==> src/design/iass_pkg.sv <==
// ----------------------------------------------------------------------------
// iass_pkg: shared definitions for the indexed word store with sort unit
// Field widths, command and status codes, and the structs that join the
// controller to the datapath.
// ----------------------------------------------------------------------------
package iass_pkg;

    localparam int DEPTH_DEFAULT = 1024;

    localparam int KIND_W   = 3;
    localparam int INDEX_W  = 10;
    localparam int VALUE_W  = 32;
    localparam int STATUS_W = 2;
    localparam int COUNT_W  = 11;

    typedef enum logic [KIND_W-1:0] {
        KIND_PUSH = 3'd0,
        KIND_POP  = 3'd1,
        KIND_GET  = 3'd2,
        KIND_SET  = 3'd3,
        KIND_SORT = 3'd4
    } kind_t;

    typedef enum logic [STATUS_W-1:0] {
        STAT_OK        = 2'd0,
        STAT_BAD_INDEX = 2'd1,
        STAT_FULL      = 2'd2
    } status_t;

    typedef enum logic [3:0] {
        DP_NONE,
        DP_PUSH,
        DP_SET,
        DP_POP,
        DP_GET,
        DP_SORT_START,
        DP_SORT_LOAD,
        DP_SORT_RUN,
        DP_SORT_TAIL
    } dp_op_t;

    typedef struct packed {
        dp_op_t  op;
        logic    resp_load;
        logic    resp_mem;
        status_t resp_status;
    } dp_cmd_t;

    typedef struct packed {
        logic full;
        logic empty;
        logic idx_ok;
        logic sortable;
        logic out_free;
        logic run_last;
        logic pass_again;
    } dp_stat_t;

endpackage

==> src/design/iass_ctrl.sv <==
// ----------------------------------------------------------------------------
// iass_ctrl: controller of the indexed word store
// Decodes each command beat and sequences reads and bubble sort passes.
// ----------------------------------------------------------------------------
module iass_ctrl (
    input  logic                          aclk,
    input  logic                          aresetn,
    input  logic                          s_valid,
    output logic                          s_ready,
    input  logic [iass_pkg::KIND_W-1:0]   s_kind,
    input  iass_pkg::dp_stat_t            stat,
    output iass_pkg::dp_cmd_t             cmd
);

    typedef enum logic [2:0] {
        ST_IDLE,
        ST_READ,
        ST_SORT_LOAD,
        ST_SORT_RUN,
        ST_SORT_TAIL
    } state_t;

    state_t state_reg;
    state_t state_next;

    assign s_ready = (state_reg == ST_IDLE) && stat.out_free;

    always_comb begin
        state_next      = state_reg;
        cmd.op          = iass_pkg::DP_NONE;
        cmd.resp_load   = 1'b0;
        cmd.resp_mem    = 1'b0;
        cmd.resp_status = iass_pkg::STAT_OK;
        unique case (state_reg)
            ST_IDLE: begin
                if (s_valid && stat.out_free) begin
                    unique case (iass_pkg::kind_t'(s_kind))
                        iass_pkg::KIND_PUSH: begin
                            cmd.resp_load = 1'b1;
                            if (stat.full) begin
                                cmd.resp_status = iass_pkg::STAT_FULL;
                            end else begin
                                cmd.op = iass_pkg::DP_PUSH;
                            end
                        end
                        iass_pkg::KIND_POP: begin
                            if (stat.empty) begin
                                cmd.resp_load   = 1'b1;
                                cmd.resp_status = iass_pkg::STAT_BAD_INDEX;
                            end else begin
                                cmd.op     = iass_pkg::DP_POP;
                                state_next = ST_READ;
                            end
                        end
                        iass_pkg::KIND_GET: begin
                            if (!stat.idx_ok) begin
                                cmd.resp_load   = 1'b1;
                                cmd.resp_status = iass_pkg::STAT_BAD_INDEX;
                            end else begin
                                cmd.op     = iass_pkg::DP_GET;
                                state_next = ST_READ;
                            end
                        end
                        iass_pkg::KIND_SET: begin
                            cmd.resp_load = 1'b1;
                            if (!stat.idx_ok) begin
                                cmd.resp_status = iass_pkg::STAT_BAD_INDEX;
                            end else begin
                                cmd.op = iass_pkg::DP_SET;
                            end
                        end
                        iass_pkg::KIND_SORT: begin
                            if (stat.sortable) begin
                                cmd.op     = iass_pkg::DP_SORT_START;
                                state_next = ST_SORT_LOAD;
                            end else begin
                                cmd.resp_load = 1'b1;
                            end
                        end
                        default: begin
                            cmd.resp_load = 1'b1;
                        end
                    endcase
                end
            end
            ST_READ: begin
                cmd.resp_load = 1'b1;
                cmd.resp_mem  = 1'b1;
                state_next    = ST_IDLE;
            end
            ST_SORT_LOAD: begin
                cmd.op     = iass_pkg::DP_SORT_LOAD;
                state_next = ST_SORT_RUN;
            end
            ST_SORT_RUN: begin
                cmd.op = iass_pkg::DP_SORT_RUN;
                if (stat.run_last) begin
                    state_next = ST_SORT_TAIL;
                end
            end
            ST_SORT_TAIL: begin
                cmd.op = iass_pkg::DP_SORT_TAIL;
                if (stat.pass_again) begin
                    state_next = ST_SORT_LOAD;
                end else begin
                    cmd.resp_load = 1'b1;
                    state_next    = ST_IDLE;
                end
            end
            default: begin
                state_next = ST_IDLE;
            end
        endcase
    end

    always_ff @(posedge aclk) begin
        if (!aresetn) begin
            state_reg <= ST_IDLE;
        end else begin
            state_reg <= state_next;
        end
    end

endmodule

==> config.mk <==
export PLATFORM = sky130hd
export DESIGN_NAME = iass_ctrl
export DESIGN_NICKNAME = d
export VERILOG_FILES = /design/src/design/iass_pkg.sv /design/src/design/iass_ctrl.sv
export SDC_FILE = /design/constraint.sdc
export NUM_CORES = 1
export LEC_CHECK = 0
export BUFFER_PORTS_ARGS = -buffer_cell sky130_fd_sc_hd__buf_2
export CAP_MARGIN = 15
export CORE_AREA = 4 4 41 43
export CTS_BUF_LIST = sky130_fd_sc_hd__clkbuf_16
export DETAILED_ROUTE_END_ITERATION = 6
export DIE_AREA = 0 0 45 47
export REMOVE_ABC_BUFFERS = 1
export SETUP_SLACK_MARGIN = 0.15
export SLEW_MARGIN = 15
export SYNTH_ARGS = -nofsm -noshare
export SYNTH_HDL_FRONTEND = slang
export SYNTH_SLANG_ARGS = --single-unit
==> constraint.sdc <==
create_clock -name aclk -period 1.7 [get_ports aclk]
set_input_delay 0.085 -clock aclk [delete_from_list [all_inputs] [get_ports aclk]]
set_output_delay 0.085 -clock aclk [all_outputs]
set_load 0.01 [all_outputs]
# Word-level counts from Yosys, hierarchy flattened
# Cells that the tools add are included.
# totals
wordCells	50
ff_bits	3
output_inout_bits	9
# classes
reduce_logical	6
n_eq_ne	14
n_mux	29
# op_table
operator	n
3-bit two-way mux	7
4-bit one-hot mux with 4 select lines	1
3-bit one-hot mux with 5 select lines	1
3-bit by 2-bit equality test with 1-bit output (second input constant)	4
2-bit two-way mux	6
3-bit one-hot mux with 4 select lines	1
3-bit inequality test (second input constant)	3
3-bit one-hot mux with 3 select lines	1
1-bit two-way mux	8
3-bit by 1-bit equality test with 1-bit output (second input constant)	2
3-bit equality test (second input constant)	2
3-bit logical NOT	2
1-bit one-hot mux with 3 select lines	2
2-bit one-hot mux with 3 select lines	1
6-bit AND reduction	1
5-bit two-way mux	1
4-bit by 1-bit inequality test with 1-bit output (second input constant)	1
1-bit logical AND	2
2-bit by 1-bit inequality test with 1-bit output (second input constant)	1
2-bit inequality test (second input constant)	1
2-bit OR reduction	1

# Depth between registers and ports, before layout
# Gate-level depths: netlist of run 1.
# depth
word_depth	5
mapped_depth	4
ltp_nobuf	3

# Least setup slack after synthesis of run 1
# Ideal clock, no wire load.
# synth_path
path_kind	flip-flop to output port
from	register state_reg[1]
to	output cmd[1] (netlist name)
n_path_buf	1
stages_incl_launch_ff	5
path_slack_ps	200
arrival_ps	1415
path_cell_list	dfxtp_1 -> buf_2 -> nor4b_4 -> nand3b_1 -> nor4b_1
# synth_lines
item	line	source
start, declared	iass_ctrl.sv:23	state_t state_reg;
start signal, assigned	iass_ctrl.sv:120	state_reg <= state_next;
end, declared	iass_ctrl.sv:12	output iass_pkg::dp_cmd_t cmd

==> results.toml, run 1 <==
[cts]
cts.sinks = 3
cts.path.max_buffers = 2
numCtsBuffers = 3
htree_num_levels = 1
cts_hold_buf = 0
cts_root_buf = "clkbuf_16"
cts_tree = "built"
clk_pin_slew_ps = 30
clk_latency_ps = 220

[synthesis]
synth.cell_area_sq_um = 404
synth_edf_count = 0
yosys_register_bits = 3
avgSynthCellArea_sq_um = 8.42
yosysSeqAreaShare_pct = 14.9
ys.flop_type = "dfxtp_1"
ys_types = 31
synth_compound_area_share_pct = 29.1
synth_top_family_by_area = "simple AND/OR/NAND/NOR gates"
synthAdderAreaFrac_pct = 0
synth.mux.area_fraction_pct = 2.79
synthArstFlopShare_pct = 0
yosys.area_share.simple_pct = 44.6
syn-instance-count = 48
synth_warnings = 0
synth_xor_area_share_pct = 0

[hold_path]
hold_class = "in2reg"

[critical_path]
cp_data_required_time_ps = 1620
worstRegToRegCells = 3
r2r-start = "state_reg[2]$_SDFFE_PN0P_"
cp_max_fo = 7
critPathCaptureType = "output port"
crit_arrival_ps = 1430
r2r_slack_ps = 490
endpoint = "cmd[0]"
r2r_end = "state_reg[0]$_SDFFE_PN0P_"
crit_start = "state_reg[2]$_SDFFE_PN0P_"
criticalPathCategory = "reg2out"
startpoint_type = "register"

[pwr]
ir_worst_vdd_mv = 0.706
leakagePower_nw = 0.285
power_per_cell_area_mw_per_mm2 = 841

[cells_and_area]
layout_commonest_cell = "buf_2"
regArea_sq_um = 62.6
multi_input_area_sq_um = 315
final_cell_mix = "21 x buf_2, 5 x nand3b_1, 4 x buf_4"
drive_gt1_share_pct = 48.6
antennaDiodeCount = 0
largest_reg_flops = 3
fillers = 133
area_growth_pct = 52.0
fin_nets = 86

[route]
drcViolationCount = 0
num_vias = 451
finalWirelength_mm = 1.10
drtIter0Drc = 7
via_per_inst = 5.18
wl_per_cell_um = 12.6
ant_nets = 0
drtPass1Iterations = 4

[floorplan]
die_area_sq_mm = 0.00212
num_io_pins = 22
core.rowCount = 13
start_util_pct = 31.1
die_w_um = 45
coreArea_sq_mm = 0.00130
fp.dieH_um = 47

[global_route]
grt_use_total_pct = 10.4
grt_pass1_vias = 337
grt_max_degree = 13
antenna_found_initial = 0
gr-total-overflow = 0
grt_pass1_wl_mm = 1.52

[sta]
worstMarginPinSlew_ps = 263
rsz0062_at_grt = "true"
holdWs_ps = 100
period_share_pct = 88.9
finalHoldViolCount = 0
final-max-slew-violation-count = 0
fmax_mhz = 662
finalSetupViolCount = 0
fin_setup_tns_ps = 0
maxSlewHeadroom_pct = 82.4
period_needed_ps = 1510
fin_skew_ps = 0.311

[place]
portBuffers = 21
place.gp.congestion = 0.741
place_hpwl_um = 820

[flow_run]
max_cap_violations = 0

[run_status]
status = "complete, no violations"
[power breakdown]
part | switching [mW] | internal (mW) | leakage [nW] | total [mW]
combinational | 0.0376 | 0.0378 | 0.218 | 0.0755
sequential | 0.00124 | 0.0717 | 0.0252 | 0.0729
clock | 0.0651 | 0.303 | 0.0423 | 0.368
total | 0.104 | 0.413 | 0.285 | 0.517
[cell type report]
type	count	area share [%]
inverter	1	0.611
timing repair buffer	25	22.0
clock buffer	3	12.2
tap	15	3.05
clock inverter	1	0.611
sequential	3	10.2
multi-input combinational	39	51.3
[worst max-delay path, stage by stage (launching register included)]
cell,delay (ps)
dfxtp_2,350
nor4b_4,290
nand3b_1,160
buf_4,160
a21oi_1,100
buf_2,140
[cells by family after synthesis]
logic type | after synthesis
mux | 1
buf+inv | 6
simple gates | 24
compound gates | 14
flops | 3
[per-layer routing]
layer  vias up  GRT usage, %  wire (um)
li1        236             -          -
met1       194          14.1        517
met2        21          13.0        484
met3         0          3.45         95
met4         0          8.77          0
met5         -             0          0
[metrics by stage]
stage	instance area, sq um	std cells	setup WS [ps]	util [%]	total power [mW]
after floorplan	373	43	241	-	0.109
final	614	87	188	47.2	0.517
after CTS	593	85	154	45.6	0.522
after global placement	512	81	346	39.3	0.145
after global routing	614	87	124	47.2	0.542
after detailed placement	512	81	324	39.3	0.145
[cell usage after synthesis, types with 2 or more instances]
cell / n / area [sq um]
nor2b_1: 2 / 12.5
nor3_1: 3 / 15.0
dfxtp_1: 3 / 60.1
nand2_1: 3 / 11.3
clkbuf_1: 2 / 7.51
a21oi_1: 3 / 15.0
nand3b_1: 5 / 37.5
o22ai_1: 3 / 18.8
nor3b_1: 2 / 15.0
[what timing repair did]
item                       CTS  global route
resized for setup            2             1
setup endpoints to repair    1             2
pin swaps                    1             2
buffers inserted             0             2
[worst min path at each step]
| stage | start | endpoint | slack, ps | cells past startpoint |
|---|---|---|---|---|
| detailed placement | aresetn | state_reg[0]$_SDFFE_PN0P_ | 330 | 2 |
| finish | aresetn | state_reg[0]$_SDFFE_PN0P_ | 100 | 2 |
| floorplan | aresetn | state_reg[0]$_SDFFE_PN0P_ | 200 | 1 |
| CTS | aresetn | state_reg[0]$_SDFFE_PN0P_ | 100 | 2 |
| global placement | aresetn | state_reg[0]$_SDFFE_PN0P_ | 330 | 2 |
| global route | aresetn | state_reg[0]$_SDFFE_PN0P_ | 110 | 2 |
Power figures use the tool's default switching activity.
==> run 2: changes to the inputs <==
ABC_AREA = 1   (was not set)
==> results.toml, run 2 <==
[run_status]
status = "complete, no violations"

[critical_path]
slowest_stage = "dfxtp_4"
critPathMaxStageDelay_ps = 350
cp.depth = 9
crit_arrival_ps = 1450
criticalPathCategory = "reg2out"
r2r_end = "state_reg[0]$_SDFFE_PN0P_"
r2r_slack_ps = 430
cp_cell_sequence = "inv_4 -> nand2_4 -> nor2_4 -> inv_2 -> nor2_4 -> nand2_2 -> o21bai_4 -> nand3b_1 -> buf_2"
r2r-start = "state_reg[2]$_SDFFE_PN0P_"
crit_top_cell = "nor2_4"
critPathCaptureType = "output port"
crit_start = "state_reg[1]$_SDFFE_PN0P_"
cp_data_required_time_ps = 1620
cp_max_fo = 4
endpoint = "cmd[3]"
startpoint_type = "register"
critPathBufInv = 3
crit_family = "simple AND/OR/NAND/NOR gates"
worstRegToRegCells = 6

[route]
wl_per_cell_um = 10.5
met1_length_um = 620
highest_layer = "met3"
drtPass1Iterations = 4
drtIter0Drc = 8
wl_met2_um = 627
finalWirelength_mm = 1.32
routed-wl-met3_um = 73
via_per_inst = 4.98
ant_nets = 0
num_vias = 627
drcViolationCount = 0

[sta]
worstMarginPinSlew_ps = 300
rsz0062_at_grt = "true"
period_needed_ps = 1540
layout_setup_ws_ps = 164
finalSetupViolCount = 0
period_share_pct = 90.4
fin_setup_tns_ps = 0
fmax_mhz = 651
finalHoldViolCount = 0
maxSlewHeadroom_pct = 80.0
fin_skew_ps = 3.12
final-max-slew-violation-count = 0

[hold_path]
worstHoldStart = "aresetn"
hold_class = "in2reg"

[pwr]
leakagePower_nw = 0.377
ir_worst_vdd_mv = 0.449
power_per_cell_area_mw_per_mm2 = 737

[cts]
cts_root_buf = "clkbuf_16"
htree_num_levels = 1
cts_hold_buf = 0
numCtsBuffers = 3
clk_latency_ps = 220
clk_pin_slew_ps = 30
cts_tree = "built"
cts.path.max_buffers = 2
cts.sinks = 3

[cells_and_area]
multi_input_area_sq_um = 360
finalInstanceArea_sq_um = 722
fillers = 138
layoutNonFillerInstCount = 126
largest_reg_flops = 3
regArea_sq_um = 67.6
fin_nets = 125
final_cell_mix = "21 x buf_2, 16 x inv_1, 11 x nand2_1"
drive_gt1_share_pct = 42.3
antennaDiodeCount = 0
area_growth_pct = 54.3
layout_commonest_cell = "buf_2"

[floorplan]
die_area_sq_mm = 0.00212
die_w_um = 45
start_util_pct = 36.0
fp.dieH_um = 47
num_io_pins = 22
coreArea_sq_mm = 0.00130
core.rowCount = 13

[synthesis]
yosys_register_bits = 3
syn-instance-count = 84
synthArstFlopShare_pct = 0
ys_types = 21
yosysSeqAreaShare_pct = 12.8
yosysMostFrequentCell = "inv_1"
synthTopCellsByArea = "dfxtp_1 13%, inv_1 12%, nand3_1 9.6%, nand2_1 9.6%, nor2_2 9.4%"
synthDominantCellAreaShare_pct = 12.8
netlist_top_cells_count = "15 x inv_1, 12 x nand2_1, 9 x nand3_1, 9 x nor2_1, 7 x nor2_2"
yosys.area.top_type = "dfxtp_1"
synth_warnings = 0
synth_edf_count = 0
ys.flop_type = "dfxtp_1"
avgSynthCellArea_sq_um = 5.57
synth.cell_area_sq_um = 468

[place]
place_hpwl_mm = 1.06
dp_slack_ps = 384
portBuffers = 21
dp.cells = 120
dpl_cell_area_sq_um = 592
place.gp.congestion = 0.751

[global_route]
grt_use_total_pct = 14.0
gr-total-overflow = 0
antenna_found_initial = 0
grt_max_degree = 8
grt_pass1_vias = 551
grt_pass1_wl_mm = 2.25

[flow_run]
max_cap_violations = 0
## run 2: worst reg2reg max path, cell delays in order (launching register included)
cell	delay (ps)
dfxtp_1	480
nor2_2	100
nand2_1	160
nor2_2	60
nor2_2	140
nand4_1	100
a21oi_1	140
## run 2: how the worst min path moves through the flow
stage          cells past startpoint                         to  slack (ps)
6_report                           3  state_reg[1]$_SDFFE_PN0P_         150
5_1_grt                            3  state_reg[2]$_SDFFE_PN0P_         160
4_1_cts                            3  state_reg[2]$_SDFFE_PN0P_         140
3_5_place_dp                       3  state_reg[1]$_SDFFE_PN0P_         360
3_3_place_gp                       3  state_reg[2]$_SDFFE_PN0P_         370
2_1_floorplan                      2  state_reg[0]$_SDFFE_PN0P_         250
## run 2: cell type report
class | instances | share of cell area, %
Sequential cell | 3 | 9.36
Clock buffer | 3 | 10.4
Inverter | 19 | 10.6
Tap cell | 15 | 2.60
Timing Repair Buffer | 23 | 16.6
Clock inverter | 1 | 0.520
Multi-Input combinational cell | 62 | 49.9
## run 2: what timing repair did
item / CTS / global route
gates resized for setup: 1 / 10
pin swaps: 0 / 5
setup buffers: 0 / 2
cloned: 0 / 0
setup endpoints to repair: 1 / 3
## run 2: cells by family (layout without fill, tap and decap cells)
family,after synthesis,count (layout),synth area share (%)
buffers and inverters,19,46,15.2
AOI/OAI and AO/OA,12,12,15.0
and+or+nand+nor,50,50,57.0
DFF,3,3,12.8
## run 2: per-stage QoR
stage                     power (mW)  utilization (%)  hold WS [ps]
final                          0.532             55.5           148
after floorplan                0.128                -           253
after global routing           0.561             55.5           156
after CTS                      0.532             51.9           142
after global placement         0.163             45.5           365
after detailed placement       0.163             45.5           363
## run 2: where the power goes
part | switching [mW] | internal [mW] | total, mW
combinational | 0.0580 | 0.0403 | 0.0983
clock | 0.0601 | 0.303 | 0.363
sequential | 0.00118 | 0.0693 | 0.0705
total | 0.119 | 0.413 | 0.532
## run 2: metal layers
layer  track usage, %  up-vias
met1             18.3      278
met2             24.6       20
met4             1.75        0
met5                0        -
met3             2.68        0
li1                 -      329
